### src/sv/flh_pkg.sv
// Shared package for the frame luma hysteresis switch.
// Holds the sizing constants, register indexes, state codes and the controller/datapath structs.
`timescale 1ns / 1ps
`default_nettype none

package flh_pkg;

  localparam int unsigned MAX_FRAME_BYTES = 1048576;
  localparam int unsigned FIRST_SAMPLE    = 200;
  localparam int unsigned SAMPLE_STRIDE   = 64;
  localparam int unsigned STRIDE_W        = $clog2(SAMPLE_STRIDE);
  localparam int unsigned IDX_W           = $clog2(MAX_FRAME_BYTES + 1);
  localparam int unsigned CNT_W           =
      $clog2((MAX_FRAME_BYTES - FIRST_SAMPLE) / SAMPLE_STRIDE + 2);
  localparam int unsigned BYTE_W          = 8;
  localparam int unsigned THR_W           = 8;
  localparam int unsigned SUM_W           = CNT_W + BYTE_W;
  localparam int unsigned FRAC_W          = 4;
  localparam int unsigned LUMA_W          = 12;
  localparam int unsigned DVD_W           = SUM_W + FRAC_W;
  localparam int unsigned PROD_W          = CNT_W + THR_W;
  localparam int unsigned STEP_W          = $clog2(LUMA_W);
  localparam int unsigned ADDR_W          = 4;
  localparam int unsigned DATA_W          = 32;
  localparam int unsigned REG_IDX_W       = 2;

  localparam logic [STEP_W-1:0] STEP_LAST      = STEP_W'(LUMA_W - 1);
  localparam logic [SUM_W-1:0]  NO_SAMPLE_MEAN = SUM_W'(128);
  localparam logic [LUMA_W-1:0] LUMA_DEFAULT   = LUMA_W'(2048);
  localparam logic [THR_W-1:0]  IR_ON_RESET    = THR_W'(72);
  localparam logic [THR_W-1:0]  IR_OFF_RESET   = THR_W'(94);

  typedef enum logic [REG_IDX_W-1:0] {
    REG_SCENE_AUTO   = 2'd0,
    REG_MANUAL_IR    = 2'd1,
    REG_IR_ON_BELOW  = 2'd2,
    REG_IR_OFF_ABOVE = 2'd3
  } reg_idx_e;

  typedef enum logic [1:0] {
    ST_IDLE = 2'd0,
    ST_PREP = 2'd1,
    ST_DIV  = 2'd2,
    ST_FIN  = 2'd3
  } state_e;

  typedef struct packed {
    logic accept;
    logic prep;
    logic div_step;
    logic finish;
  } dp_cmd_t;

  typedef struct packed {
    logic out_busy;
  } dp_status_t;

  typedef struct packed {
    logic             scene_auto;
    logic             manual_ir;
    logic [THR_W-1:0] ir_on_below;
    logic [THR_W-1:0] ir_off_above;
  } cfg_t;

endpackage

`default_nettype wire

### src/sv/flh_ctrl.sv
// Controller state machine for the frame luma hysteresis switch.
// Sequences byte intake, divider set-up, the divider steps and the frame-end update; uses flh_pkg.
`timescale 1ns / 1ps
`default_nettype none

module flh_ctrl (
  input  wire                  clk_i,
  input  wire                  rst_ni,
  input  wire                  in_valid_i,
  input  wire                  frame_end_i,
  input  flh_pkg::dp_status_t  status_i,
  output flh_pkg::dp_cmd_t     cmd_o,
  output logic                 in_stall_o
);

  flh_pkg::state_e              state_q, state_d;
  logic [flh_pkg::STEP_W-1:0]   step_q, step_d;

  always_ff @(posedge clk_i or negedge rst_ni) begin
    if (!rst_ni) begin
      state_q <= flh_pkg::ST_IDLE;
      step_q  <= '0;
    end else begin
      state_q <= state_d;
      step_q  <= step_d;
    end
  end

  always_comb begin
    state_d    = state_q;
    step_d     = step_q;
    cmd_o      = '0;
    in_stall_o = 1'b1;
    case (state_q)
      flh_pkg::ST_IDLE: begin
        in_stall_o   = 1'b0;
        cmd_o.accept = in_valid_i;
        if (in_valid_i && frame_end_i) begin
          state_d = flh_pkg::ST_PREP;
        end
      end
      flh_pkg::ST_PREP: begin
        cmd_o.prep = 1'b1;
        step_d     = '0;
        state_d    = flh_pkg::ST_DIV;
      end
      flh_pkg::ST_DIV: begin
        cmd_o.div_step = 1'b1;
        step_d         = step_q + flh_pkg::STEP_W'(1);
        if (step_q == flh_pkg::STEP_LAST) begin
          state_d = flh_pkg::ST_FIN;
        end
      end
      flh_pkg::ST_FIN: begin
        if (!status_i.out_busy) begin
          cmd_o.finish = 1'b1;
          state_d      = flh_pkg::ST_IDLE;
        end
      end
      default: begin
        state_d = flh_pkg::ST_IDLE;
      end
    endcase
  end

  a_div_len: assert property (@(posedge clk_i) disable iff (!rst_ni)
    (state_q == flh_pkg::ST_DIV && step_q == flh_pkg::STEP_LAST)
      |=> (state_q == flh_pkg::ST_FIN))
    else $error("divider did not hand over to the frame-end update");

  a_last_byte: assert property (@(posedge clk_i) disable iff (!rst_ni)
    (state_q == flh_pkg::ST_IDLE && in_valid_i && frame_end_i)
      |=> (state_q == flh_pkg::ST_PREP))
    else $error("last byte of a frame did not start the frame-end work");

endmodule

`default_nettype wire

### src/sv/flh_dp.sv
// Datapath for the frame luma hysteresis switch: sampling, sum and count, the
// shift-subtract divider, threshold compare and the result register; uses flh_pkg.
`timescale 1ns / 1ps
`default_nettype none

module flh_dp (
  input  wire                          clk_i,
  input  wire                          rst_ni,
  input  flh_pkg::dp_cmd_t             cmd_i,
  output flh_pkg::dp_status_t          status_o,
  input  flh_pkg::cfg_t                cfg_i,
  input  wire [flh_pkg::BYTE_W-1:0]    byte_value_i,
  input  wire                          out_stall_i,
  output logic                         out_valid_o,
  output logic [flh_pkg::LUMA_W-1:0]   scene_luma_q4_o,
  output logic                         ir_on_o,
  output logic                         ir_changed_o,
  output logic                         no_samples_o
);

  logic [flh_pkg::IDX_W-1:0]    idx_q, idx_d;
  logic [flh_pkg::BYTE_W-1:0]   pend_q, pend_d;
  logic                         have_pend_q, have_pend_d;
  logic [flh_pkg::SUM_W-1:0]    sum_q, sum_d;
  logic [flh_pkg::CNT_W-1:0]    cnt_q, cnt_d;
  logic                         mode_q, mode_d;
  logic [flh_pkg::LUMA_W-1:0]   luma_q, luma_d;
  logic                         out_valid_q, out_valid_d;

  logic [flh_pkg::CNT_W-1:0]    rem_q;
  logic [flh_pkg::LUMA_W-1:0]   dlo_q;
  logic [flh_pkg::LUMA_W-1:0]   quot_q;
  logic [flh_pkg::PROD_W-1:0]   prod_on_q, prod_off_q;
  logic [flh_pkg::LUMA_W-1:0]   out_luma_q;
  logic                         out_ir_q, out_chg_q, out_none_q;

  logic                         in_range, hit, none;
  logic [flh_pkg::SUM_W-1:0]    s_eff;
  logic [flh_pkg::CNT_W-1:0]    c_eff;
  logic [flh_pkg::DVD_W-1:0]    dividend;
  logic [flh_pkg::CNT_W:0]      rem_sh, trial;
  logic                         fits;
  logic [flh_pkg::CNT_W-1:0]    rem_next;

  assign in_range = (idx_q < flh_pkg::IDX_W'(flh_pkg::MAX_FRAME_BYTES));
  assign hit = in_range && (idx_q >= flh_pkg::IDX_W'(flh_pkg::FIRST_SAMPLE)) &&
               (idx_q[flh_pkg::STRIDE_W-1:0] ==
                flh_pkg::STRIDE_W'(flh_pkg::FIRST_SAMPLE % flh_pkg::SAMPLE_STRIDE));
  assign none     = (cnt_q == '0);
  assign s_eff    = none ? flh_pkg::NO_SAMPLE_MEAN : sum_q;
  assign c_eff    = none ? flh_pkg::CNT_W'(1) : cnt_q;
  assign dividend = {sum_q, {flh_pkg::FRAC_W{1'b0}}};
  assign rem_sh   = {rem_q, dlo_q[flh_pkg::LUMA_W-1]};
  assign trial    = rem_sh - {1'b0, c_eff};
  assign fits     = (rem_sh >= {1'b0, c_eff});
  assign rem_next = fits ? trial[flh_pkg::CNT_W-1:0] : rem_sh[flh_pkg::CNT_W-1:0];

  always_comb begin
    idx_d       = idx_q;
    pend_d      = pend_q;
    have_pend_d = have_pend_q;
    sum_d       = sum_q;
    cnt_d       = cnt_q;
    mode_d      = mode_q;
    luma_d      = luma_q;
    out_valid_d = out_valid_q;
    if (out_valid_q && !out_stall_i) begin
      out_valid_d = 1'b0;
    end
    if (cmd_i.accept) begin
      if (hit) begin
        if (have_pend_q) begin
          sum_d = sum_q + flh_pkg::SUM_W'(pend_q);
          cnt_d = cnt_q + flh_pkg::CNT_W'(1);
        end
        pend_d      = byte_value_i;
        have_pend_d = 1'b1;
      end
      if (in_range) begin
        idx_d = idx_q + flh_pkg::IDX_W'(1);
      end
    end
    if (cmd_i.finish) begin
      if (cfg_i.scene_auto) begin
        luma_d = none ? flh_pkg::LUMA_DEFAULT : quot_q;
        if (s_eff < prod_on_q) begin
          mode_d = 1'b1;
        end else if (s_eff > prod_off_q) begin
          mode_d = 1'b0;
        end
      end else begin
        mode_d = cfg_i.manual_ir;
      end
      idx_d       = '0;
      pend_d      = '0;
      have_pend_d = 1'b0;
      sum_d       = '0;
      cnt_d       = '0;
      out_valid_d = 1'b1;
    end
  end

  always_ff @(posedge clk_i or negedge rst_ni) begin
    if (!rst_ni) begin
      idx_q       <= '0;
      pend_q      <= '0;
      have_pend_q <= 1'b0;
      sum_q       <= '0;
      cnt_q       <= '0;
      mode_q      <= 1'b0;
      luma_q      <= flh_pkg::LUMA_DEFAULT;
      out_valid_q <= 1'b0;
    end else begin
      idx_q       <= idx_d;
      pend_q      <= pend_d;
      have_pend_q <= have_pend_d;
      sum_q       <= sum_d;
      cnt_q       <= cnt_d;
      mode_q      <= mode_d;
      luma_q      <= luma_d;
      out_valid_q <= out_valid_d;
    end
  end

  always_ff @(posedge clk_i) begin
    if (cmd_i.prep) begin
      rem_q      <= dividend[flh_pkg::DVD_W-1:flh_pkg::LUMA_W];
      dlo_q      <= dividend[flh_pkg::LUMA_W-1:0];
      quot_q     <= '0;
      prod_on_q  <= flh_pkg::PROD_W'(cfg_i.ir_on_below) * flh_pkg::PROD_W'(c_eff);
      prod_off_q <= flh_pkg::PROD_W'(cfg_i.ir_off_above) * flh_pkg::PROD_W'(c_eff);
    end
    if (cmd_i.div_step) begin
      rem_q  <= rem_next;
      dlo_q  <= {dlo_q[flh_pkg::LUMA_W-2:0], 1'b0};
      quot_q <= {quot_q[flh_pkg::LUMA_W-2:0], fits};
    end
    if (cmd_i.finish) begin
      out_luma_q <= luma_d;
      out_ir_q   <= mode_d;
      out_chg_q  <= (mode_d != mode_q);
      out_none_q <= none;
    end
  end

  assign status_o.out_busy = out_valid_q && out_stall_i;
  assign out_valid_o       = out_valid_q;
  assign scene_luma_q4_o   = out_luma_q;
  assign ir_on_o           = out_ir_q;
  assign ir_changed_o      = out_chg_q;
  assign no_samples_o      = out_none_q;

  a_frame_clear: assert property (@(posedge clk_i) disable iff (!rst_ni)
    cmd_i.finish |=> (idx_q == '0 && cnt_q == '0 && !have_pend_q))
    else $error("frame state not cleared after the frame end");

  a_sum_count: assert property (@(posedge clk_i) disable iff (!rst_ni)
    (cnt_q == '0) |-> (sum_q == '0))
    else $error("sample sum is nonzero with no counted sample");

endmodule

`default_nettype wire

### src/sv/frame_luma_hysteresis_switch_unit.sv
// Top level of the frame luma hysteresis switch: register port, controller and datapath.
// A byte that is not the last of its frame is taken without a stall; the next may follow at once.
// The last byte starts a 12-step shift-subtract divide; input stays stalled until the result
// enters the output register, which waits while an earlier result is held by the output stall.
// Reset (rst_ni low, asynchronous) clears the frame, sets infrared off and luma to 128.0,
// and loads the register reset values. Depends on flh_pkg, flh_ctrl and flh_dp.
`timescale 1ns / 1ps
`default_nettype none

module frame_luma_hysteresis_switch_unit (
  input  wire                          clk_i,
  input  wire                          rst_ni,
  input  wire                          psel,
  input  wire                          penable,
  input  wire                          pwrite,
  input  wire [flh_pkg::ADDR_W-1:0]    paddr,
  input  wire [flh_pkg::DATA_W-1:0]    pwdata,
  output logic [flh_pkg::DATA_W-1:0]   prdata,
  output logic                         pready,
  input  wire                          in_valid_i,
  output logic                         in_stall_o,
  input  wire [flh_pkg::BYTE_W-1:0]    byte_value_i,
  input  wire                          frame_end_i,
  output logic                         out_valid_o,
  input  wire                          out_stall_i,
  output logic [flh_pkg::LUMA_W-1:0]   scene_luma_q4_o,
  output logic                         ir_on_o,
  output logic                         ir_changed_o,
  output logic                         no_samples_o
);

  flh_pkg::cfg_t        cfg_q, cfg_d;
  flh_pkg::reg_idx_e    reg_idx;
  logic                 wr_en;
  flh_pkg::dp_cmd_t     cmd;
  flh_pkg::dp_status_t  status;

  assign pready  = 1'b1;
  assign reg_idx = flh_pkg::reg_idx_e'(paddr[flh_pkg::ADDR_W-1:2]);
  assign wr_en   = psel && penable && pwrite && pready;

  always_comb begin
    cfg_d = cfg_q;
    if (wr_en) begin
      case (reg_idx)
        flh_pkg::REG_SCENE_AUTO:   cfg_d.scene_auto   = pwdata[0];
        flh_pkg::REG_MANUAL_IR:    cfg_d.manual_ir    = pwdata[0];
        flh_pkg::REG_IR_ON_BELOW:  cfg_d.ir_on_below  = pwdata[flh_pkg::THR_W-1:0];
        flh_pkg::REG_IR_OFF_ABOVE: cfg_d.ir_off_above = pwdata[flh_pkg::THR_W-1:0];
        default: cfg_d = cfg_q;
      endcase
    end
  end

  always_comb begin
    case (reg_idx)
      flh_pkg::REG_SCENE_AUTO:   prdata = flh_pkg::DATA_W'(cfg_q.scene_auto);
      flh_pkg::REG_MANUAL_IR:    prdata = flh_pkg::DATA_W'(cfg_q.manual_ir);
      flh_pkg::REG_IR_ON_BELOW:  prdata = flh_pkg::DATA_W'(cfg_q.ir_on_below);
      flh_pkg::REG_IR_OFF_ABOVE: prdata = flh_pkg::DATA_W'(cfg_q.ir_off_above);
      default:                   prdata = '0;
    endcase
  end

  always_ff @(posedge clk_i or negedge rst_ni) begin
    if (!rst_ni) begin
      cfg_q.scene_auto   <= 1'b1;
      cfg_q.manual_ir    <= 1'b0;
      cfg_q.ir_on_below  <= flh_pkg::IR_ON_RESET;
      cfg_q.ir_off_above <= flh_pkg::IR_OFF_RESET;
    end else begin
      cfg_q <= cfg_d;
    end
  end

  flh_ctrl u_ctrl (
    .clk_i       (clk_i),
    .rst_ni      (rst_ni),
    .in_valid_i  (in_valid_i),
    .frame_end_i (frame_end_i),
    .status_i    (status),
    .cmd_o       (cmd),
    .in_stall_o  (in_stall_o)
  );

  flh_dp u_dp (
    .clk_i           (clk_i),
    .rst_ni          (rst_ni),
    .cmd_i           (cmd),
    .status_o        (status),
    .cfg_i           (cfg_q),
    .byte_value_i    (byte_value_i),
    .out_stall_i     (out_stall_i),
    .out_valid_o     (out_valid_o),
    .scene_luma_q4_o (scene_luma_q4_o),
    .ir_on_o         (ir_on_o),
    .ir_changed_o    (ir_changed_o),
    .no_samples_o    (no_samples_o)
  );

endmodule

`default_nettype wire

### config.mk
export PLATFORM = sky130hd
export DESIGN_NAME = frame_luma_hysteresis_switch_unit
export DESIGN_NICKNAME = d
export VERILOG_FILES = /design/src/sv/flh_pkg.sv /design/src/sv/flh_ctrl.sv /design/src/sv/flh_dp.sv /design/src/sv/frame_luma_hysteresis_switch_unit.sv
export SDC_FILE = /design/constraint.sdc
export NUM_CORES = 1
export LEC_CHECK = 0
export ABC_AREA = 1
export BUFFER_PORTS_ARGS = -buffer_cell sky130_fd_sc_hd__buf_2
export CAP_MARGIN = 40
export CORE_MARGIN = 2
export CORE_UTILIZATION = 35
export CTS_BUF_LIST = sky130_fd_sc_hd__clkbuf_8
export CTS_CLUSTER_DIAMETER = 80
export CTS_CLUSTER_SIZE = 8
export DETAILED_ROUTE_END_ITERATION = 6
export GPL_TIMING_DRIVEN = 0
export PLACE_DENSITY = 0.53
export SLEW_MARGIN = 20
export SYNTH_ARGS = -nofsm -noshare
export SYNTH_HDL_FRONTEND = slang
export SYNTH_SLANG_ARGS = --single-unit
export TNS_END_PERCENT = 5
### constraint.sdc
create_clock -name clk_i -period 10.2 [get_ports clk_i]
set_clock_uncertainty 0.15 [all_clocks]
set_input_delay 1.02 -clock clk_i [delete_from_list [all_inputs] [get_ports clk_i]]
set_output_delay 1.02 -clock clk_i [all_outputs]
set_load 0.02 [all_outputs]
# Word-level counts from Yosys, hierarchy flattened

Index checks and enable logic that the tools add are counted.

Flip-flop bits (word level): 197
Input port bits: 52
Output and inout port bits: 50

$add $sub $neg: 5
Multiply operators: 2
Order comparisons: 5
Equal/unequal tests: 12
Muxes and demuxes: 47
Reductions and logical operators: 26

Operator list:

| operator                                                            | count |
|---|---|
| one-hot mux 32 bit (4 select lines)                                 | 1 |
| 2-to-1 mux 14 bit                                                   | 8 |
| 2-to-1 mux 22 bit                                                   | 5 |
| 2-to-1 mux 12 bit                                                   | 7 |
| 2-to-1 mux 21 bit                                                   | 3 |
| multiplier 8 x 14 -> 22 bit                                         | 2 |
| 2-to-1 mux 8 bit                                                    | 3 |
| adder 22 x 8 -> 22 bit                                              | 1 |
| greater-than comparator 22 bit                                      | 1 |
| < comparator 22 bit                                                 | 1 |
| adder 21 x 1 -> 21 bit (second input constant)                      | 1 |
| greater-or-equal comparator 21 x 8 -> 1 bit (second input constant) | 1 |
| < comparator 21 bit (second input constant)                         | 1 |
| greater-or-equal comparator 15 x 14 -> 1 bit                        | 1 |
| 2-to-1 mux 1 bit                                                    | 15 |
| adder 14 x 1 -> 14 bit (second input constant)                      | 1 |
| zero test 14 bit                                                    | 1 |
| nonzero test 2 bit                                                  | 7 |
| subtractor 14 bit                                                   | 1 |
| AND reduction 2 bit                                                 | 6 |
| equality test 2 bit (second input constant)                         | 4 |
| one-hot mux 2 bit (4 select lines)                                  | 1 |
| one-hot mux 4 bit (2 select lines)                                  | 1 |
| logical AND 1 bit                                                   | 7 |
| other kinds (11)                                                    | 17 |

# Depth between registers and ports, before layout

Gate-level depths: netlist of run 1.

Depth in word-level cells: 8
Depth in mapped cells: 28
Gate-level depth less buffers: 27

# Hierarchy

Synthesis of run 1 repeated with hierarchy kept, for this count alone.

Cell total of the unflattened synthesis: 2343
Area total of the unflattened synthesis: 18572.8 sq um

Modules (own cells, without submodules):

| module                            | instances | cells an instance | area an instance (sq um) | sequential area each (sq um) |
|---|---|---|---|---|
| flh_dp                            | 1         | 2148              | 17060.1                  | 4795.8 |
| frame_luma_hysteresis_switch_unit | 1         | 143               | 1079.8                   | 460.4 |
| flh_ctrl                          | 1         | 52                | 432.9                    | 150.1 |

# Worst setup path before layout of run 1

No wires, ideal clock.

Path type: reg-to-reg
From: register u_dp.cnt_q[0] in the netlist's numbering
To: register u_dp.prod_on_q[15] in the netlist's numbering, data pin
Setup time: 0.265 ns
Arrival: 4.810 ns
Setup slack: 4.975 ns
Stages on the path, launching flop included: 25
Buffers on the path: 1
Cells stage by stage: dfrtp_1 inv_1 ha_1 nand2_1 nor2_1 nand2_1 inv_1 nor2_1 inv_1 buf_2 nor2_1 fa_1 fa_1 inv_1 fa_1 fa_1 inv_1 ha_1 a21oi_1 nor2_1 o21ai_0 o211ai_1 a31oi_1 o21ai_0 xor2_1

Word-level cells in the longest chain between the ends: 3

RTL lines:

| item                            | RTL line      | RTL |
|---|---|---|
| from (decl)                     | flh_dp.sv:25  | `logic [flh_pkg::CNT_W-1:0] cnt_q, cnt_d;` |
| from (signal assigned)          | flh_dp.sv:118 | `cnt_q <= cnt_d;` |
| zero test 14 bit                | flh_dp.sv:49  | `assign none = (cnt_q == '0);` |
| 2-to-1 mux 14 bit (*)           | flh_dp.sv:51  | `assign c_eff = none ? flh_pkg::CNT_W'(1) : cnt_q;` |
| multiplier 8 x 14 -> 22 bit (*) | flh_dp.sv:130 | `prod_on_q <= flh_pkg::PROD_W'(cfg_i.ir_on_below) * flh_pkg::PROD_W'(c_eff);` |
| to (signal assigned)            | flh_dp.sv:130 |  |
| to (decl)                       | flh_dp.sv:33  | `logic [flh_pkg::PROD_W-1:0] prod_on_q, prod_off_q;` |

Every way passes the cells marked *; elsewhere a longest branch is shown, timed or not.
A chain may end at the register's enable or synchronous reset.

# Worst setup path in the final report of run 1

Ends and elaborated chain as after synthesis.

==> results of run 1 <==
## cells in the mapped netlist (5+ instances only)
cell type | count | share of area (%)
inv_1 | 532 | 11
nand2_1 | 478 | 9.8
ha_1 | 159 | 11
nor2_1 | 149 | 3.1
fa_1 | 146 | 16
o21ai_0 | 119 | 3.3
a21oi_1 | 101 | 2.8
dfrtp_1 | 95 | 13
edfxtp_1 | 93 | 15
nand3_1 | 70 | 1.9
clkbuf_1 | 45 | 0.93
nor3_1 | 32 | 0.88
xor2_1 | 32 | 1.5
buf_4 | 30 | 1.2
nand4_1 | 20 | 0.69
xnor2_1 | 18 | 0.86
o22ai_1 | 14 | 0.48
a31oi_1 | 9 | 0.31
buf_2 | 9 | 0.25
dfstp_2 | 9 | 1.3
o21bai_1 | 9 | 0.37
a21o_1 | 7 | 0.29
o211ai_1 | 7 | 0.29
o21a_1 | 6 | 0.25
inv_2 | 5 | 0.10
nor4_1 | 5 | 0.17
o31ai_1 | 5 | 0.21
## metal layers
metal | routed length, um | up-vias | part of all wire, %
li1 | - | 7161 | -
met1 | 22930 | 7001 | 48
met2 | 21860 | 347 | 45
met3 | 2351 | 56 | 4.9
met4 | 923 | 0 | 1.9
met5 | 0 | - | 0
## through the flow
step	instances	instance area (um^2)	setup slack (ns)	hold slack, ns
after floorplan	2287	18340	4.975	0.2907
after global placement	3017	19440	3.721	0.3132
after detailed placement	3021	19550	3.775	0.3174
after CTS	3053	19920	3.738	0.2984
after global routing	3054	19930	3.330	0.3032
final	3054	19930	3.758	0.3087
## worst max-delay path, stage by stage (launching register included)
cell	delay [ns]
dfrtp_1	0.45
inv_1	0.14
ha_1	0.17
nand2_1	0.05
nor2_1	0.14
nand2_1	0.26
inv_1	0.25
nor2_1	0.17
inv_1	0.23
buf_2	0.36
nor2_1	0.11
fa_1	0.47
fa_1	0.56
inv_1	0.05
fa_1	0.47
fa_1	0.54
inv_1	0.04
ha_1	0.34
a21oi_1	0.20
nor2_1	0.06
o21ai_0	0.17
o211ai_1	0.14
a31oi_1	0.31
o21ai_0	0.16
xor2_1	0.18
## worst max path at each step
stage               cells after the start                 end      startpoint
floorplan                              24  u_dp.prod_on_q[15]   u_dp.cnt_q[0]
global placement                       23  u_dp.prod_on_q[14]  u_dp.cnt_q[12]
detailed placement                     23  u_dp.prod_on_q[14]  u_dp.cnt_q[12]
CTS                                    23  u_dp.prod_on_q[14]  u_dp.cnt_q[12]
global route                           24  u_dp.prod_on_q[15]   u_dp.cnt_q[0]
finish                                 24  u_dp.prod_on_q[15]   u_dp.cnt_q[0]
## registers in the layout (all words and copies together) (netlist names), 2 cells and up
name                  flops
u_dp.prod_off_q          22
u_dp.prod_on_q           22
u_dp.sum_q               22
u_dp.idx_q               21
cfg_q                    18
u_dp.cnt_q               14
u_dp.rem_q               14
u_dp.luma_q              12
u_dp.quot_q              12
u_dp.scene_luma_q4_o     12
u_dp.dlo_q                8
u_dp.pend_q               8
u_ctrl.step_q             4
u_ctrl.state_q            2
## layout make-up
type,count,area share [%]
clock buffers,18,1.243
plain buffers,90,2.398
clock inverters,14,0.6152
repair buffers,55,1.820
well taps,680,4.269
multi-input cells,1462,52.40
flip-flops and latches,197,27.12
inverters,538,10.13
## placed cells by master, fill, tap and decap left out, types with 58 or more instances in the layout
cell type  synthesis  routed
a21oi_1          101     101
inv_1            532     534
dfrtp_1           95      95
nand3_1           70      70
edfxtp_1          93      93
nor2_1           149     149
nand2_1          478     478
ha_1             159     157
buf_2              9      58
o21ai_0          119     119
fa_1             146     146
## power groups by stage
stage	registers [uW]	clock network, uW	logic (uW)
after floorplan	1260	0	863
after global routing	1280	550	1460
after global placement	1290	0	1220
after detailed placement	1280	0	1280
final	1260	503	1280
after CTS	1260	521	1290
## kinds of logic after synthesis
group	Yosys count	synth area share (%)
buf+inv	628	13.67
simple gates	786	18.31
xor+xnor	50	2.399
compound gates	296	9.054
flops	197	29.62
other cells	2	0.04114
fa+ha+maj	305	26.91
==> out/metrics.cfg, run 1 <==
[outcome]
status = completed

[global_routing]
grt_pass1_vias = 14340
grtUsageMet2_pct = 29.58
use_met3_pct = 3.211
grt_max_degree = 56
grt_pass1_wl_mm = 77.19
grt_overflow = 0
met1_usage_pct = 25.57
track_usage_pct = 18.37
grt.busiest_layer = met2
antenna_found_initial = 0

[power]
power.internal_uw = 1729
switching_share_pct = 43.21
switching_power_uw = 1316
power.leakage_uw = 0.01116
powerDensity_mw_per_mm2 = 152.8
clock_power_share_pct = 16.5
p_seq_share_pct = 41.4
ir_drop_mv = 0.1171
comb_power_share_pct = 42.1
power.total_uw = 3045

[clocking]
htree_num_levels = 4
cts_root_buf = clkbuf_8
cts_buffer_depth = 2
cts.sinks = 197
cts_tree = done
numCtsBuffers = 17
insertion_delay_ns = 0.52
cts_setup_buffers = 0
cts-hold-fix-buffers = 0
cts_resized = 0
clk_pin_slew_worst_paths_ns = 0.11

[worst_setup_path]
r2r_start = u_dp.cnt_q[0]
cp_max_fo = 11
reg2reg_depth = 24
path_class = register to register
critPathArrivalTime_ns = 6.54
worst_setup_path_end_kind = register
critical_path.startpoint_type = register
regToRegSetupSlack_ns = 3.76
required_ns = 10.30
r2r_end = u_dp.prod_on_q[15]

[layout]
multiInputGateArea_mm2 = 0.01044
areaGrowthSynthToFinish_pct = 9.184
fillCellCount = 5327
drive_above_1_share_pct = 7.203
n_antenna_cell = 0
nNetsFinal = 2718
seqCellArea_mm2 = 0.005406
fin_util_pct = 38.77

[timing]
final_max_slew_viol_count = 0
finalCriticalPeriod_ns = 6.442
finalHoldViolations = 0
setup_tns_ns = 0
maxSlewHeadroom_pct = 47.21
fmax_ghz = 0.1552
rsz0062_at_grt = false
tightest_slew_ns = 0.7919
fin_crit_sh_pct = 63.16
setup_viol_count_final = 0

[logic_synthesis]
synth_cell_types = 58
ys.flop_type = dfrtp_1
ys_ff_latch = 197
syn_inst = 2264
ys_async_sr_fraction_pct = 52.79
yosysWarnings = 0
ys_seq_area_share_pct = 29.62
syn_area_mm2 = 0.01826
synth_edf_count = 93
syn_area_per_cell_um2 = 8.063

[detailed_routing]
drtPass1Iterations = 5
post-route-drc-count = 0
drt_iter0_drc = 946
vias_per_cell = 4.769
vias = 14570
ant_nets = 0
wire_per_inst_um = 15.74
drt-total-wl_mm = 48.07

[hold_path]
min_path_type = input port to asynchronous set/reset pin

[placed_design]
place_congestion = 0.9017
io_buffer_count = 50
hpwl_mm = 38.81

[die]
ioPinCount = 102
rows = 83
die_y_um = 232.4
die-area_mm2 = 0.05400
die_w_um = 232.4
start_util_pct = 35.51
core_mm2 = 0.05141

[job]
drv_cap = 0

Power figures use the tool's default switching activity.
==> run 2: changes to the inputs <==
==> constraint.sdc (replaced) <==
create_clock -name clk_i -period 6.7 [get_ports clk_i]
set_clock_uncertainty 0.15 [all_clocks]
set_input_delay 0.67 -clock clk_i [delete_from_list [all_inputs] [get_ports clk_i]]
set_output_delay 0.67 -clock clk_i [all_outputs]
set_load 0.02 [all_outputs]
==> run 2 against run 1 <==
Net effect:
- via count down 0.19%
- critical path depth down 1
- maximum frequency up 3.3%
- count of clock-buffer cells in the layout unchanged
- core utilization about the same
- combinational power up 52%
- worst setup slack worse by 3.3 ns
- sequential power up 52%
- clock power up 52%
- flip-flop and latch count unchanged
- critical path type unchanged
==> out/metrics.cfg, run 2 (synthesized netlist as in run 1, its figures left out) <==
[detailed_routing]
ant_nets = 0  ; unchanged
vias = 14540  ; was 14570
drtPass1Iterations = 5  ; unchanged
drt-total-wl_mm = 48.04  ; was 48.07 mm
drt_iter0_drc = 915  ; was 946
wire_per_inst_um = 15.72  ; was 15.74 um
vias_per_cell = 4.759  ; was 4.769
post-route-drc-count = 0  ; unchanged

[die]
ioPinCount = 102  ; unchanged
core_mm2 = 0.05141  ; unchanged
start_util_pct = 35.51  ; unchanged
die_w_um = 232.4  ; unchanged
rows = 83  ; unchanged
die-area_mm2 = 0.05400  ; unchanged
die_y_um = 232.4  ; unchanged

[worst_setup_path]
r2r_end = u_dp.prod_on_q[15]  ; unchanged
worst_setup_path_end_kind = register  ; unchanged
r2r_start = u_dp.cnt_q[12]  ; was u_dp.cnt_q[0]
regToRegSetupSlack_ns = 0.46  ; was 3.76 ns
critPathLaunch = u_dp.cnt_q[12]  ; was u_dp.cnt_q[0]
crit_chain = buf_2 -> inv_2 -> nand2_1 -> nor2_1 -> nand2_1 -> inv_2 -> nor2_1 -> inv_1 -> nor2_1 -> fa_1 -> fa_1 -> fa_1 -> inv_1 -> fa_1 -> inv_1 -> ha_1 -> nand2_1 -> nand2_1 -> o21ai_0 -> o211ai_1 -> a31oi_2 -> o21ai_0 -> xor2_1  ; was inv_1 -> ha_1 -> nand2_1 -> nor2_1 -> nand2_1 -> inv_1 -> nor2_1 -> inv_1 -> buf_2 -> nor2_1 -> fa_1 -> fa_1 -> inv_1 -> fa_1 -> fa_1 -> inv_1 -> ha_1 -> a21oi_1 -> nor2_1 -> o21ai_0 -> o211ai_1 -> a31oi_1 -> o21ai_0 -> xor2_1
endpoint = u_dp.prod_on_q[15]  ; unchanged
cp_max_fo = 8  ; was 11
required_ns = 6.80  ; was 10.30 ns
critical_path.startpoint_type = register  ; unchanged
critPathArrivalTime_ns = 6.34  ; was 6.54 ns
crit_slowest_cell = fa_1  ; unchanged
reg2reg_depth = 23  ; was 24
path_class = register to register  ; unchanged
max_stage_delay_ns = 0.54  ; was 0.56 ns

[hold_path]
min_path_cells = 3
min_path_type = input port to register  ; was input port to asynchronous set/reset pin

[global_routing]
grt_max_degree = 56  ; unchanged
grt_pass1_wl_mm = 77.21  ; was 77.19 mm
track_usage_pct = 18.38  ; was 18.37%
grt_pass1_vias = 14350  ; was 14340
antenna_found_initial = 0  ; unchanged
grt_overflow = 0  ; unchanged

[clocking]
cts_root_buf = clkbuf_8  ; unchanged
numCtsBuffers = 17  ; unchanged
cts_buffer_depth = 2  ; unchanged
insertion_delay_ns = 0.52  ; about the same
htree_num_levels = 4  ; unchanged
clk_pin_slew_worst_paths_ns = 0.10  ; was 0.11 ns
cts_tree = done  ; unchanged
cts.sinks = 197  ; unchanged
cts_setup_buffers = 0  ; unchanged

[placed_design]
place_congestion = 0.9017  ; unchanged
place_inst = 3021  ; unchanged
hpwl_mm = 38.81  ; unchanged
io_buffer_count = 50  ; unchanged

[layout]
drive_above_1_share_pct = 7.326  ; was 7.203%
n_antenna_cell = 0  ; unchanged
nNetsFinal = 2719  ; was 2718
areaGrowthSynthToFinish_pct = 9.301  ; was 9.184%
fillCellCount = 5319  ; was 5327
final_cells = 3055  ; was 3054
largest_registers = u_dp.prod_off_q (22), u_dp.prod_on_q (22), u_dp.sum_q (22)  ; unchanged
final_cell_mix = 533 x inv_1, 478 x nand2_1, 157 x ha_1  ; was 534 x inv_1, 478 x nand2_1, 157 x ha_1
final_common_cell = inv_1  ; unchanged

[timing]
fmax_ghz = 0.1603  ; was 0.1552 GHz
rsz0062_at_grt = false  ; unchanged
tightest_slew_ns = 0.7877  ; was 0.7919 ns
maxSlewHeadroom_pct = 47.49  ; was 47.21%
fin_crit_sh_pct = 93.11  ; was 63.16%
finalHoldViolations = 0  ; unchanged
setup_viol_count_final = 0  ; unchanged
final_max_slew_viol_count = 0  ; unchanged
finalCriticalPeriod_ns = 6.239  ; was 6.442 ns
setup_tns_ns = 0  ; unchanged

[power]
power.leakage_uw = 0.01117  ; was 0.01116 uW
powerDensity_mw_per_mm2 = 232.5  ; was 152.8 mW/mm^2
power.total_uw = 4638  ; was 3045 uW
ir_drop_mv = 0.1765  ; was 0.1171 mV

[job]
drv_cap = 0  ; unchanged

[outcome]
status = completed  ; unchanged

-- run 2: timing repair --
action                                 CTS  global route
endpoints found under the hold margin   53             0
resized for setup                        0             5
hold buffers                             1             0
setup endpoints to repair                0             9
-- run 2: worst min path at each step --
stage                         start              to  slack, ns
global placement     u_dp.luma_q[8]  u_dp.luma_q[8]       0.31
floorplan                    rst_ni        cfg_q[0]       0.22
global route        byte_value_i[3]  u_dp.pend_q[3]       0.19
detailed placement   u_dp.luma_q[6]  u_dp.luma_q[6]       0.32
finish              byte_value_i[3]  u_dp.pend_q[3]       0.23
CTS                 byte_value_i[3]  u_dp.pend_q[3]       0.18
-- run 2: stage by stage --
step                setup WS, ns  hold slack [ns]  instance area [um^2]  utilization, %
global route             0.05941           0.1928                 19950           38.81
finish                    0.4615           0.2261                 19950           38.81
CTS                       0.2379           0.1848                 19930           38.77
detailed placement        0.2750           0.3174                 19550           38.03
global placement          0.2212           0.3132                 19440           37.82
floorplan                  1.475           0.2244                 18340               -
-- run 2: power breakdown --
group | switching, uW | internal [uW] | total (uW)
registers | 184 | 1740 | 1920
logic | 1330 | 619 | 1950
clock network | 486 | 278 | 765
total | 2000 | 2630 | 4640
-- run 2: area by class of cell --
cell class | instances | area, um^2 | share of cell area (%)
Clock buffer | 18 | 247.7 | 1.242
Timing Repair Buffer | 56 | 372.9 | 1.869
Sequential cell | 197 | 5406 | 27.10
Inverter | 538 | 2019 | 10.12
Multi-Input combinational cell | 1462 | 10450 | 52.39
Buffer | 90 | 480.5 | 2.408
Tap cell | 680 | 850.8 | 4.264
Clock inverter | 14 | 122.6 | 0.6145
-- run 2: layer usage --
layer	routed length, um	up-vias	global-route usage, %
met4	862	0	4.547
li1	-	7164	-
met1	23040	6969	25.57
met2	21820	357	29.59
met5	0	-	0
met3	2309	48	3.211
-- run 2: critical path: cells and delay by family, from the launching register on --
kind / cells / cell delay (ns)
xor+xnor: 1 / 0.18
simple gates: 7 / 1.21
compound gates: 4 / 0.71
fa+ha+maj: 5 / 2.45
flops: 1 / 0.33
buf+inv: 6 / 0.92
==> run 3: changes to the inputs <==
--- a/config.mk
+++ b/config.mk
@@ -5,7 +5,7 @@
 export SDC_FILE = /design/constraint.sdc
 export NUM_CORES = 1
 export LEC_CHECK = 0
-export ABC_AREA = 1
+export ABC_AREA = 0
 export BUFFER_PORTS_ARGS = -buffer_cell sky130_fd_sc_hd__buf_2
 export CAP_MARGIN = 40
 export CORE_MARGIN = 2
==> constraint.sdc (replaced) <==
create_clock -name clk_i -period 6.7 [get_ports clk_i]
set_clock_uncertainty 0.15 [all_clocks]
set_input_delay 0.335 -clock clk_i [delete_from_list [all_inputs] [get_ports clk_i]]
set_output_delay 0.335 -clock clk_i [all_outputs]
set_load 0.02 [all_outputs]
==> run 3 against run 2 <==
Net effect:
- register-to-register slack worse by 0.25 ns
- global-route usage is 0.30 points lower
- area after synthesis is 2.4% lower
- die area is 2.3% lower
- critical endpoint is now u_dp.prod_off_q[21]
- largest cell class unchanged
- highest routed layer is now met5
==> out/metrics.cfg, run 3 <==
[outcome]
status = completed  ; unchanged

[logic_synthesis]
ys_async_sr_fraction_pct = 52.79  ; unchanged
synth_xor_area_share_pct = 3.587  ; was 2.399%
synth_cell_types = 69  ; was 58
syn_area_mm2 = 0.01783  ; was 0.01826 mm^2
yosysWarnings = 0  ; unchanged
synth_top_family_by_area = adder cells  ; unchanged
yosysMostFrequentCell = inv_1  ; unchanged
synthTopCellsByCount = 241 x inv_1, 211 x and2_1, 159 x ha_1  ; was 532 x inv_1, 478 x nand2_1, 159 x ha_1
ys_seq_area_share_pct = 30.33  ; was 29.62%
synth-adder-area-share_pct = 27.56  ; was 26.91%
synthSimpleGateAreaFrac_pct = 18.59  ; was 18.31%
ys_ff_latch = 197  ; unchanged
synth_top_area_share_pct = 16.40  ; was 16.01%
synth_mux_area_share_pct = 2.660  ; was 0%
yosys.area.top_type = fa_1  ; unchanged
syn_area_per_cell_um2 = 9.636  ; was 8.063 um^2
synth_compound_area_share_pct = 9.434  ; was 9.054%
ys.flop_type = dfrtp_1  ; unchanged
syn_inst = 1850  ; was 2264
synth_edf_count = 93  ; unchanged
synth_area_leaders = fa_1 16%, edfxtp_1 16%, dfrtp_1 13%  ; was fa_1 16%, edfxtp_1 15%, dfrtp_1 13%

[die]
start_util_pct = 35.53  ; was 35.51%
core_mm2 = 0.05017  ; was 0.05141 mm^2
die_y_um = 229.7  ; was 232.4 um
ioPinCount = 102  ; unchanged
die_w_um = 229.7  ; was 232.4 um
rows = 82  ; was 83
die-area_mm2 = 0.05275  ; was 0.05400 mm^2

[worst_setup_path]
critical_path.top_delay_family = adder cells  ; unchanged
r2r_end = u_dp.prod_off_q[21]  ; was u_dp.prod_on_q[15]
max_stage_delay_ns = 0.53  ; was 0.54 ns
required_ns = 6.81  ; was 6.80 ns
path_common_cell = fa_1
endpoint = u_dp.prod_off_q[21]  ; was u_dp.prod_on_q[15]
regToRegSetupSlack_ns = 0.22  ; was 0.46 ns
cp.depth = 22  ; was 23
critPathLaunch = u_dp.cnt_q[1]  ; was u_dp.cnt_q[12]
path_buf_inv = 6  ; unchanged
r2r_start = u_dp.cnt_q[1]  ; was u_dp.cnt_q[12]
crit_chain = clkbuf_4 -> inv_1 -> ha_1 -> nor4b_2 -> nand4_1 -> buf_4 -> clkbuf_2 -> and3_1 -> fa_1 -> fa_1 -> fa_1 -> inv_1 -> fa_1 -> inv_1 -> ha_1 -> a21oi_1 -> nand2_1 -> a21o_1 -> a2111oi_4 -> o31ai_2 -> nor4_2 -> nor3_1  ; was buf_2 -> inv_2 -> nand2_1 -> nor2_1 -> nand2_1 -> inv_2 -> nor2_1 -> inv_1 -> nor2_1 -> fa_1 -> fa_1 -> fa_1 -> inv_1 -> fa_1 -> inv_1 -> ha_1 -> nand2_1 -> nand2_1 -> o21ai_0 -> o211ai_1 -> a31oi_2 -> o21ai_0 -> xor2_1
path_class = register to register  ; unchanged
critical_path.startpoint_type = register  ; unchanged
worst_setup_path_end_kind = register  ; unchanged
crit_slowest_cell = fa_1  ; unchanged
cp_max_fo = 10  ; was 8
reg2reg_depth = 22  ; was 23
critPathArrivalTime_ns = 6.59  ; was 6.34 ns

[power]
comb_power_share_pct = 39.0  ; was 42.1%
switching_power_uw = 1872  ; was 2004 uW
ir_drop_mv = 0.1495  ; was 0.1765 mV
clock_power_share_pct = 20.1  ; was 16.5%
power.internal_uw = 2800  ; was 2634 uW
switching_share_pct = 40.06  ; was 43.21%
power.leakage_uw = 0.009399  ; was 0.01117 uW
powerDensity_mw_per_mm2 = 235.1  ; was 232.5 mW/mm^2
p_seq_share_pct = 40.9  ; was 41.4%
power.total_uw = 4672  ; was 4638 uW

[clocking]
htree_num_levels = 4  ; unchanged
clk_pin_slew_worst_paths_ns = 0.12  ; was 0.10 ns
cts.sinks = 197  ; unchanged
insertion_delay_ns = 0.52  ; about the same
cts_tree = done  ; unchanged
cts_root_buf = clkbuf_8  ; unchanged
cts_buffer_depth = 2  ; unchanged
numCtsBuffers = 17  ; unchanged

[timing]
rsz0062_at_grt = true  ; was false
final_max_slew_viol_count = 0  ; unchanged
tightest_slew_ns = 0.7511  ; was 0.7877 ns
finalCriticalPeriod_ns = 6.484  ; was 6.239 ns
fmax_ghz = 0.1542  ; was 0.1603 GHz
maxSlewHeadroom_pct = 48.63  ; was 47.49%
finalHoldViolations = 0  ; unchanged
setup_viol_count_final = 0  ; unchanged
fin_crit_sh_pct = 96.77  ; was 93.11%

[global_routing]
grt_overflow = 0  ; unchanged
track_usage_pct = 18.07  ; was 18.38%
antenna_found_initial = 3  ; was 0
grt_pass1_wl_mm = 74.34  ; was 77.21 mm
grt_pass1_vias = 13400  ; was 14350
grt_max_degree = 60  ; was 56

[layout]
largest_registers = u_dp.prod_off_q (22), u_dp.prod_on_q (22), u_dp.sum_q (22)  ; unchanged
areaGrowthSynthToFinish_pct = 11.46  ; was 9.301%
nNetsFinal = 2324  ; was 2719
fin_util_pct = 39.60  ; was 38.81%
final_cell_mix = 242 x inv_1, 211 x and2_1, 157 x ha_1  ; was 533 x inv_1, 478 x nand2_1, 157 x ha_1
drive_above_1_share_pct = 9.141  ; was 7.326%
final_common_cell = inv_1  ; unchanged

[job]
drv_cap = 0  ; unchanged

[hold_path]
min_path_type = input port to register  ; unchanged

[detailed_routing]
drtPass1Iterations = 5  ; unchanged
drt-total-wl_mm = 46.46  ; was 48.04 mm
vias = 13040  ; was 14540
wire_per_inst_um = 17.51  ; was 15.72 um
vias_per_cell = 4.915  ; was 4.759
drt_iter0_drc = 944  ; was 915
post-route-drc-count = 0  ; unchanged
ant_nets = 0  ; unchanged

[placed_design]
hpwl_mm = 36.45  ; was 38.81 mm
io_buffer_count = 50  ; unchanged
place_congestion = 0.8535  ; was 0.9017

## run 3: through the flow
stage	setup TNS [ns]	instances	instance area, um^2	setup WS [ns]	hold slack [ns]
after global routing	-0.2211	2653	19870	-0.08544	0.1319
after floorplan	0	1873	17910	0.4809	-0.1106
after detailed placement	-14.23	2599	19090	-1.253	0.1533
final	0	2653	19870	0.2163	0.1195
after global placement	-13.19	2595	19000	-1.249	0.3264
after CTS	0	2649	19800	0.01778	0.06979
## run 3: layer usage
metal	vias up	GRT usage (%)	part of all wire, %	wire length, um
met5	-	0	0.028	13
met4	2	5.641	2.5	1170
met3	57	2.865	3.8	1746
met2	251	28.88	45	20890
met1	6392	25.13	49	22640
li1	6337	-	-	-
## run 3: repair_timing
item                       in CTS  in global routing
resized for setup              15                 11
pin swaps                       1                  7
hold endpoints to repair       93                  0
setup endpoints to repair      27                 11
hold buffers                   18                  0
setup buffers                   2                  3
## run 3: worst min path at each step
stage / startpoint / slack, ns / cells past startpoint / end
2_1_floorplan: rst_ni / -0.11 / 0 / cfg_q[0]
6_report: in_valid_i / 0.12 / 4 / u_dp.idx_q[20]
3_3_place_gp: u_dp.luma_q[7] / 0.33 / 2 / u_dp.luma_q[7]
4_1_cts: in_valid_i / 0.07 / 4 / u_dp.idx_q[20]
3_5_place_dp: rst_ni / 0.15 / 1 / u_dp.sum_q[1]
5_1_grt: in_valid_i / 0.13 / 4 / u_dp.idx_q[20]
## run 3: kinds of logic after synthesis
group	count (synthesis)
adder cells (fa/ha/maj)	305
XOR/XNOR	73
multiplexers	43
other	2
AO/OA/AOI/OAI	263
flip-flops	197
AND/OR/NAND/NOR	625
buffers and inverters	342
## run 3: final cells by class
| class | instances | area, um^2 |
|---|---|---|
| Antenna cell | 1 | 2.502 |
| Buffer | 98 | 491.7 |
| Clock buffer | 17 | 234.0 |
| Clock inverter | 15 | 241.5 |
| Fill cell | 4972 | 30300 |
| Inverter | 242 | 908.4 |
| Multi-Input combinational cell | 1334 | 11200 |
| Sequential cell | 197 | 5408 |
| Tap cell | 672 | 840.8 |
| Timing Repair Buffer | 77 | 546.8 |
## run 3: power by group through the flow
stage	sequential, uW	combinational, uW	clock (uW)
6_report	1910	1820	940
5_1_grt	1950	2050	1010
4_1_cts	1910	1840	968
3_5_place_dp	1930	1810	0
3_3_place_gp	1940	1740	0
2_1_floorplan	1880	1220	0
## run 3: tightest hold or removal path, delay by kind of cell
family                 cells  cell delay (ns)
AO/OA/AOI/OAI              1             0.08
buffers and inverters      1             0.10
AND/OR/NAND/NOR            2             0.22
